File: src/design/interpolation_kernel_unit_defines.svh
// Assertion macros shared by the interpolation kernel unit.
`ifndef INTERPOLATION_KERNEL_UNIT_DEFINES_SVH
`define INTERPOLATION_KERNEL_UNIT_DEFINES_SVH

`ifndef ASSERT_OFF
// Check a property on every rising edge, ignored while reset is high.
`define IKU_ASSERT(lbl, clk, rst, prop) \
   lbl: assert property (@(posedge clk) disable iff (rst) prop) \
      else $error("%m: assertion failed");
// Check a property on every rising edge, including reset cycles.
`define IKU_ASSERT_ALWAYS(lbl, clk, prop) \
   lbl: assert property (@(posedge clk) prop) \
      else $error("%m: assertion failed");
`else
`define IKU_ASSERT(lbl, clk, rst, prop)
`define IKU_ASSERT_ALWAYS(lbl, clk, prop)
`endif

`endif

File: src/design/ikern_pkg.sv
package ikern_pkg;

   // Pipeline depth: abs/segment, square, cube, polynomial, magnitude, scale
   localparam int NUM_STAGES = 6;

   // Datapath widths
   localparam int A_W   = 14;   // |x| inside the kernel support
   localparam int A2_W  = 28;
   localparam int A3_W  = 42;
   localparam int ACC_W = 48;   // polynomial numerator, scaled by 3 * 2^40
   localparam int T_W   = 17;   // numerator over 2^26, before the divide by 3
   localparam int Q_W   = 15;   // rounded magnitude, at most 1.0 in Q2.14

   // Kernel select codes
   localparam logic FUNC_CUBIC = 1'b0;
   localparam logic FUNC_QUAD  = 1'b1;

   // Piece of the kernel that an offset falls in
   typedef logic [2:0] seg_type;
   localparam seg_type SEG_ZERO = 3'd0;
   localparam seg_type SEG_C0   = 3'd1;   // cubic, a < 1
   localparam seg_type SEG_C1   = 3'd2;   // cubic, 1 <= a < 2
   localparam seg_type SEG_Q0   = 3'd3;   // quadratic, a < 1/2
   localparam seg_type SEG_Q1   = 3'd4;   // quadratic, 1/2 <= a < 3/2

   // Breakpoints in Q2.13
   localparam logic [15:0] BRK_HALF       = 16'd4096;
   localparam logic [15:0] BRK_ONE        = 16'd8192;
   localparam logic [15:0] BRK_THREE_HALF = 16'd12288;
   localparam logic [15:0] BRK_TWO        = 16'd16384;

   // Polynomial constant terms, scaled by 3 * 2^40
   localparam logic signed [ACC_W-1:0] K_2P41    = 48'sh0200_0000_0000;
   localparam logic signed [ACC_W-1:0] K_2P42    = 48'sh0400_0000_0000;
   localparam logic signed [ACC_W-1:0] K_3X2P41  = 48'sh0600_0000_0000;
   localparam logic signed [ACC_W-1:0] K_9X2P38  = 48'sh0240_0000_0000;
   localparam logic signed [ACC_W-1:0] K_27X2P37 = 48'sh0360_0000_0000;
   localparam logic signed [ACC_W-1:0] K_9X2P39  = 48'sh0480_0000_0000;

   // Rounding: q = floor((|n| + 3*2^25) / 2^26 / 3)
   localparam logic [ACC_W-1:0] ROUND_BIAS  = 48'h0000_0600_0000;
   localparam int               SCALE_SHIFT = 26;
   localparam logic [15:0]      RECIP3      = 16'hAAAB;
   localparam int               RECIP_SHIFT = 17;

   typedef struct packed {
      logic signed [15:0] x;
      logic               func;
   } req_type;

   typedef struct packed {
      logic signed [15:0] weight;
      logic signed [15:0] slope;
   } rsp_type;

   typedef struct packed {
      seg_type         seg;
      logic            neg;
      logic [A_W-1:0]  a;
      logic [A2_W-1:0] a2;
      logic [A3_W-1:0] a3;
   } front_type;

   typedef struct packed {
      logic                    neg;
      logic signed [ACC_W-1:0] wn;
      logic signed [ACC_W-1:0] sn;
   } poly_type;

endpackage

File: src/design/interpolation_kernel_unit.sv
// Channel   Direction  Handshake                Payload
// req       in         req_valid / req_ready    req_data : x (Q2.13), func
// rsp       out        rsp_valid / rsp_ready    rsp_data : weight, slope (Q2.14)
//
// One item per cycle sustained while rsp_ready is high; six register stages
// (abs, square, cube, polynomial, magnitude, scale). An accepted item passes
// through all six in order before rsp_valid rises and the result can be taken.
// Every stage has its own valid bit and loads when it is empty or its
// successor moves, so a stall at rsp fills bubbles before it blocks req.
// Reset clears the valid bits only; no clearing pass is needed.
`include "interpolation_kernel_unit_defines.svh"

module interpolation_kernel_unit (
   input  logic               clock,
   input  logic               reset,
   input  logic               req_valid,
   output logic               req_ready,
   input  ikern_pkg::req_type req_data,
   output logic               rsp_valid,
   input  logic               rsp_ready,
   output ikern_pkg::rsp_type rsp_data
);
   import ikern_pkg::*;

   logic [NUM_STAGES-1:0] valid_in, valid_ff;
   logic [NUM_STAGES-1:0] en;
   front_type             front;
   poly_type              poly;
   logic                  tail_busy;
   logic                  weight_ok, slope_ok;

   // Advance a stage when it is empty or the next one advances
   always_comb begin
      en[NUM_STAGES-1] = !valid_ff[NUM_STAGES-1] || rsp_ready;
      for (int k = NUM_STAGES - 2; k >= 0; k--) begin
         en[k] = !valid_ff[k] || en[k+1];
      end
   end

   // Move valid bits with the data, hold them on a stall
   always_comb begin
      valid_in[0] = en[0] ? req_valid : valid_ff[0];
      for (int k = 1; k < NUM_STAGES; k++) begin
         valid_in[k] = en[k] ? valid_ff[k-1] : valid_ff[k];
      end
   end

   always_ff @(posedge clock) begin
      if (reset) begin
         valid_ff <= '0;
      end else begin
         valid_ff <= valid_in;
      end
   end

   assign req_ready = en[0];
   assign rsp_valid = valid_ff[NUM_STAGES-1];

   ikern_power u_power (
      .clock (clock),
      .en    (en[2:0]),
      .req   (req_data),
      .front (front)
   );

   ikern_poly u_poly (
      .clock (clock),
      .en    (en[3]),
      .front (front),
      .poly  (poly)
   );

   ikern_round u_round (
      .clock (clock),
      .en    (en[5:4]),
      .poly  (poly),
      .rsp   (rsp_data)
   );

   // Last two stages both occupied; kernel values inside [-1, 1]
   assign tail_busy = &valid_ff[NUM_STAGES-1 -: 2];
   assign weight_ok = (rsp_data.weight <= 16'sd16384) && (rsp_data.weight >= -16'sd16384);
   assign slope_ok  = (rsp_data.slope <= 16'sd16384) && (rsp_data.slope >= -16'sd16384);

   // An accepted item lands in the first stage
   `IKU_ASSERT(a_accept_enters, clock, reset, (req_valid && req_ready) |=> valid_ff[0])
   // A stall at the output keeps the item queued behind it
   `IKU_ASSERT(a_stall_keeps, clock, reset, (tail_busy && !rsp_ready) |=> tail_busy)
   // Kernel values never leave [-1, 1]
   `IKU_ASSERT(a_range, clock, reset, rsp_valid |-> (weight_ok && slope_ok))
   // Reset empties the pipeline
   `IKU_ASSERT_ALWAYS(a_reset_empty, clock, reset |=> (valid_ff == '0))

endmodule

File: src/design/ikern_power.sv
module ikern_power (
   input  logic                clock,
   input  logic [2:0]          en,
   input  ikern_pkg::req_type  req,
   output ikern_pkg::front_type front
);
   import ikern_pkg::*;

   logic [15:0]     mag;
   seg_type         s1_seg_in;
   seg_type         s1_seg_ff, s2_seg_ff, s3_seg_ff;
   logic            s1_neg_ff, s2_neg_ff, s3_neg_ff;
   logic [A_W-1:0]  s1_a_ff, s2_a_ff, s3_a_ff;
   logic [A2_W-1:0] s2_a2_in, s2_a2_ff, s3_a2_ff;
   logic [A3_W-1:0] s3_a3_in, s3_a3_ff;

   // Take the magnitude; the most negative offset maps to 4.0, out of range
   assign mag = req.x[15] ? (~unsigned'(req.x) + 16'd1) : unsigned'(req.x);

   // Pick the kernel piece from the breakpoints
   always_comb begin
      if (req.func == FUNC_CUBIC) begin
         priority if (mag < BRK_ONE)  s1_seg_in = SEG_C0;
         else if (mag < BRK_TWO)      s1_seg_in = SEG_C1;
         else                         s1_seg_in = SEG_ZERO;
      end else begin
         priority if (mag < BRK_HALF)      s1_seg_in = SEG_Q0;
         else if (mag < BRK_THREE_HALF)    s1_seg_in = SEG_Q1;
         else                              s1_seg_in = SEG_ZERO;
      end
   end

   // Square and cube
   assign s2_a2_in = A2_W'(s1_a_ff) * A2_W'(s1_a_ff);
   assign s3_a3_in = A3_W'(s2_a2_ff) * A3_W'(s2_a_ff);

   // Stage 1: magnitude and segment
   always_ff @(posedge clock) begin
      if (en[0]) begin
         s1_seg_ff <= s1_seg_in;
         s1_neg_ff <= req.x[15];
         s1_a_ff   <= mag[A_W-1:0];
      end
   end

   // Stage 2: a^2
   always_ff @(posedge clock) begin
      if (en[1]) begin
         s2_seg_ff <= s1_seg_ff;
         s2_neg_ff <= s1_neg_ff;
         s2_a_ff   <= s1_a_ff;
         s2_a2_ff  <= s2_a2_in;
      end
   end

   // Stage 3: a^3
   always_ff @(posedge clock) begin
      if (en[2]) begin
         s3_seg_ff <= s2_seg_ff;
         s3_neg_ff <= s2_neg_ff;
         s3_a_ff   <= s2_a_ff;
         s3_a2_ff  <= s2_a2_ff;
         s3_a3_ff  <= s3_a3_in;
      end
   end

   assign front.seg = s3_seg_ff;
   assign front.neg = s3_neg_ff;
   assign front.a   = s3_a_ff;
   assign front.a2  = s3_a2_ff;
   assign front.a3  = s3_a3_ff;

endmodule

File: src/design/ikern_poly.sv
module ikern_poly (
   input  logic                 clock,
   input  logic                 en,
   input  ikern_pkg::front_type front,
   output ikern_pkg::poly_type  poly
);
   import ikern_pkg::*;

   logic signed [ACC_W-1:0] a_s, a2_s, a3_s;
   logic signed [ACC_W-1:0] wn_in, sn_in;
   logic signed [ACC_W-1:0] wn_ff, sn_ff;
   logic                    neg_ff;

   assign a_s  = signed'(ACC_W'(front.a));
   assign a2_s = signed'(ACC_W'(front.a2));
   assign a3_s = signed'(ACC_W'(front.a3));

   // Form the weight and slope numerators for the selected piece
   always_comb begin
      unique case (front.seg)
         SEG_C0: begin
            wn_in = 48'sd3 * a3_s - 48'sd3 * (a2_s <<< 14) + K_2P41;
            sn_in = 48'sd9 * (a2_s <<< 13) - 48'sd3 * (a_s <<< 28);
         end
         SEG_C1: begin
            wn_in = K_2P42 - a3_s + 48'sd3 * (a2_s <<< 14) - 48'sd3 * (a_s <<< 28);
            sn_in = 48'sd3 * (a_s <<< 28) - 48'sd3 * (a2_s <<< 13) - K_3X2P41;
         end
         SEG_Q0: begin
            wn_in = K_9X2P38 - 48'sd3 * (a2_s <<< 14);
            sn_in = -(48'sd3 * (a_s <<< 28));
         end
         SEG_Q1: begin
            wn_in = 48'sd3 * (a2_s <<< 13) - 48'sd9 * (a_s <<< 26) + K_27X2P37;
            sn_in = 48'sd3 * (a_s <<< 27) - K_9X2P39;
         end
         default: begin
            wn_in = '0;
            sn_in = '0;
         end
      endcase
   end

   // Stage 4: numerators
   always_ff @(posedge clock) begin
      if (en) begin
         wn_ff  <= wn_in;
         sn_ff  <= sn_in;
         neg_ff <= front.neg;
      end
   end

   assign poly.neg = neg_ff;
   assign poly.wn  = wn_ff;
   assign poly.sn  = sn_ff;

endmodule

File: src/design/ikern_round.sv
module ikern_round (
   input  logic                clock,
   input  logic [1:0]          en,
   input  ikern_pkg::poly_type poly,
   output ikern_pkg::rsp_type  rsp
);
   import ikern_pkg::*;

   logic [ACC_W-1:0]      wmag, smag, wsum, ssum;
   logic [T_W-1:0]        tw_ff, ts_ff;
   logic                  wneg_ff, sneg_ff;
   logic [T_W+15:0]       wprod, sprod;
   logic [Q_W-1:0]        wq, sq;
   logic signed [15:0]    weight_in, slope_in;
   logic signed [15:0]    weight_ff, slope_ff;

   // Magnitude plus half of the scale, then drop the power-of-two part
   assign wmag = poly.wn[ACC_W-1] ? (~unsigned'(poly.wn) + 1'b1) : unsigned'(poly.wn);
   assign smag = poly.sn[ACC_W-1] ? (~unsigned'(poly.sn) + 1'b1) : unsigned'(poly.sn);
   assign wsum = wmag + ROUND_BIAS;
   assign ssum = smag + ROUND_BIAS;

   // Stage 5: scaled magnitudes and signs; the slope takes the sign of x
   always_ff @(posedge clock) begin
      if (en[0]) begin
         tw_ff   <= wsum[SCALE_SHIFT +: T_W];
         ts_ff   <= ssum[SCALE_SHIFT +: T_W];
         wneg_ff <= poly.wn[ACC_W-1];
         sneg_ff <= poly.sn[ACC_W-1] ^ poly.neg;
      end
   end

   // Divide by three through the reciprocal, then restore the sign
   assign wprod     = (T_W+16)'(tw_ff) * (T_W+16)'(RECIP3);
   assign sprod     = (T_W+16)'(ts_ff) * (T_W+16)'(RECIP3);
   assign wq        = wprod[RECIP_SHIFT +: Q_W];
   assign sq        = sprod[RECIP_SHIFT +: Q_W];
   assign weight_in = wneg_ff ? -signed'({1'b0, wq}) : signed'({1'b0, wq});
   assign slope_in  = sneg_ff ? -signed'({1'b0, sq}) : signed'({1'b0, sq});

   // Stage 6: output register
   always_ff @(posedge clock) begin
      if (en[1]) begin
         weight_ff <= weight_in;
         slope_ff  <= slope_in;
      end
   end

   assign rsp.weight = weight_ff;
   assign rsp.slope  = slope_ff;

endmodule
File: config.mk
export PLATFORM = sky130hd
export DESIGN_NAME = interpolation_kernel_unit
export DESIGN_NICKNAME = d
export VERILOG_FILES = /design/src/design/ikern_pkg.sv /design/src/design/interpolation_kernel_unit.sv /design/src/design/ikern_power.sv /design/src/design/ikern_poly.sv /design/src/design/ikern_round.sv
export VERILOG_INCLUDE_DIRS = /design/src /design/src/design
export SDC_FILE = /design/constraint.sdc
export NUM_CORES = 2
export LEC_CHECK = 0
export CORE_ASPECT_RATIO = 1.4
export CORE_UTILIZATION = 55
export CTS_CLUSTER_DIAMETER = 100
export CTS_CLUSTER_SIZE = 20
export DETAILED_ROUTE_END_ITERATION = 8
export DONT_BUFFER_PORTS = 1
export PLACE_DENSITY = 0.7
export SYNTH_ARGS = -nofsm -noshare
export SYNTH_HDL_FRONTEND = slang
export SYNTH_HIERARCHICAL = 1
export SYNTH_SLANG_ARGS = --single-unit
export TNS_END_PERCENT = 10
File: constraint.sdc
create_clock -name clock -period 16.5 [get_ports clock]
set_input_delay 3.3 -clock clock [delete_from_list [all_inputs] [get_ports clock]]
set_output_delay 3.3 -clock clock [all_outputs]
set_load 0.02 [all_outputs]
==> results by group <==
Floorplan
  • Initial core utilization: 0.557
  • Placement Rows: 138
  • Die ar.: 0.104 mm²
  • I/O pin total: 55
  • Chip width: 273 µm
  • Die height: 381 µm
  • Core area: 0.101 mm²

Worst setup path
  • Critical Path RT: 13.20 ns
  • Critical path, cell by cell: and4b_1 -> nand4_2 -> buf_4
  • Slowest stage cell, crit path: and4b_1
  • R2R Path Start: u_power/s3_a_ff[0]$_DFFE_PP_
  • Reg2Reg Setup Slack: 9.25 ns
  • Worst setup SP type: primary input
  • R2R depth: 32
  • Crit path largest cell delay: 0.49 ns
  • CP endpoint kind: output port
  • Crit path DAT: 4.23 ns
  • Maximum fanout along the worst path: 20
  • Crit path kind: primary input to output port
  • Reg2reg end: u_poly/wn_ff[47]$_SDFFCE_PN0P_

Flow run
  • Max-Cap Viols: 0

Timing
  • Slew headroom: 0.237
  • Highest clock rate: 0.133 GHz
  • Worst slew pin tran: 1.14 ns
  • Fin crit share: 0.456
  • RSZ-0062 raised after global routing: no
  • Clock skew: 0.0628 ns
  • Final hold vios: 0
  • Max Slew Vio Count: 0
  • Final setup vio count: 0
  • Setup TNS: 0 ns
  • Clock period minus worst slack: 7.53 ns

GRT
  • First-pass GRT wire length: 244000 µm
  • Initial antenna violation count: 0
  • Largest net degree at the start of global routing: 63
  • Global route total overflow: 0
  • GRT Resource Usage Total: 0.300
  • Vias in the first global route: 46.4k

Yosys
  • Synthesized area per cell: 9.03 µm²
  • Syn Inst Count: 6250
  • Yosys warnings: 6
  • Syn Std Cell Area: 0.0564 mm²

Placement
  • Routability Congestion: 1.02
  • Detail Placement HPWL: 127000 µm
  • Port Buffer Count: 0

Finish
  • FILL cells: 9007
  • Share of cells above drive strength 1: 0.0271
  • ANT cells: 0
  • Final nets: 7615
  • Area Growth Syn to Fin: 3.71%

Routing
  • TritonRoute pass-1 iters: 6
  • Drt wl/cell: 20.6 µm
  • # DRC: 0
  • Number of DRC markers in iteration 0: 2602
  • Vias per inst: 5.90
  • Vias: 44.2k
  • Routed Antenna Nets: 0
  • Routed WL: 154000 µm

Clocking
  • Sink Count: 297
  • Inserted Clock Buffers: 22
  • Post-CTS sizing: 0
  • Clock Latency Late Sink: 0.64 ns
  • Clock transition at path regs: 0.08 ns
  • Hold Buf Count CTS: 0
  • TritonCTS clock tree: yes
  • Htree depth: 1
  • Root Driver: clkbuf_16
  • Post CTS Setup Buffer Count: 0
  • Bufs on Longest Clock Path: 3

Worst hold path
  • Hold Path Origin: u_power/s2_neg_ff$_DFFE_PP_
  • Hold Path Stages: 0
  • HP Class: flip-flop to flip-flop
  • Worst Hold End: u_power/s3_neg_ff$_DFFE_PP_

Outcome
  • Outcome: finished, final reports clean
==> sequential cells by signal, summed over array words and instances (netlist names), 14 cells and up <==
signal	cells
u_power/s2_a_ff	14
u_power/s3_a3_ff	41
u_round/weight_ff	16
u_round/tw_ff	17
u_power/s3_a2_ff	26
u_round/slope_ff	16
u_poly/wn_ff	44
u_power/s2_a2_ff	26
u_power/s1_a_ff	14
u_power/s3_a_ff	14
u_round/ts_ff	17
u_poly/sn_ff	31
==> worst max-delay path by stage <==
stage / start / endpoint / slack (ns) / cells past startpoint
floorplan: rsp_ready / req_ready / 9.07 / 3
global placement: rsp_ready / req_ready / 8.98 / 3
detailed placement: rsp_ready / req_ready / 8.96 / 3
CTS: rsp_ready / req_ready / 8.96 / 3
global route: u_power/s3_a_ff[0]$_DFFE_PP_ / u_poly/wn_ff[41]$_SDFFCE_PN0P_ / 8.69 / 31
finish: rsp_ready / req_ready / 8.97 / 3
==> routing by layer <==
metal / global-route usage / routed length, µm / vias up
li1: - / - / 21000
met1: 0.312 / 55200 / 21600
met2: 0.567 / 81400 / 1212
met3: 0.0270 / 6040 / 513
met4: 0.194 / 11500 / 0
met5: 0 / 0 / -
==> layout make-up <==
cell class / instances / area (µm²) / area share
Multi-Input combinational cell: 4736 / 42900 / 0.734
Sequential cell: 297 / 8860 / 0.151
Inverter: 1050 / 3940 / 0.0674
Tap cell: 1330 / 1660 / 0.0284
Clock buffer: 23 / 554 / 0.00947
Timing Repair Buffer: 50 / 375 / 0.00641
Clock inverter: 13 / 193 / 0.00329
==> cells in the final DEF, fill, tap and decap left out, types with 235 or more instances in the layout <==
master,n
inv_1,1047
ha_1,841
fa_1,596
nand2_1,491
a21oi_1,358
xnor2_1,331
edfxtp_1,291
and2_1,260
o21ai_0,251
nor2_1,235
==> per-stage QoR <==
| step | area (µm²) | hold WS [ns] | setup slack [ns] | cells | util |
|---|---|---|---|---|---|
| after detailed placement | 57800 | 0.406 | 8.96 | 7463 | 0.570 |
| final | 58500 | 0.429 | 8.97 | 7499 | 0.577 |
| after global routing | 58500 | 0.441 | 8.69 | 7499 | 0.577 |
| after CTS | 58500 | 0.425 | 8.96 | 7499 | 0.577 |
| after global placement | 57800 | 0.401 | 8.98 | 7463 | 0.570 |
| after floorplan | 56500 | 0.400 | 9.07 | 6262 | - |
==> worst max-delay path, delay by kind of cell <==
family	cells	cell delay, ns
buf+inv	1	0.26
simple gates	2	0.63
Power is not shown: default switching activity piles up to over one toggle a cycle in this logic, so the estimate is an artifact.
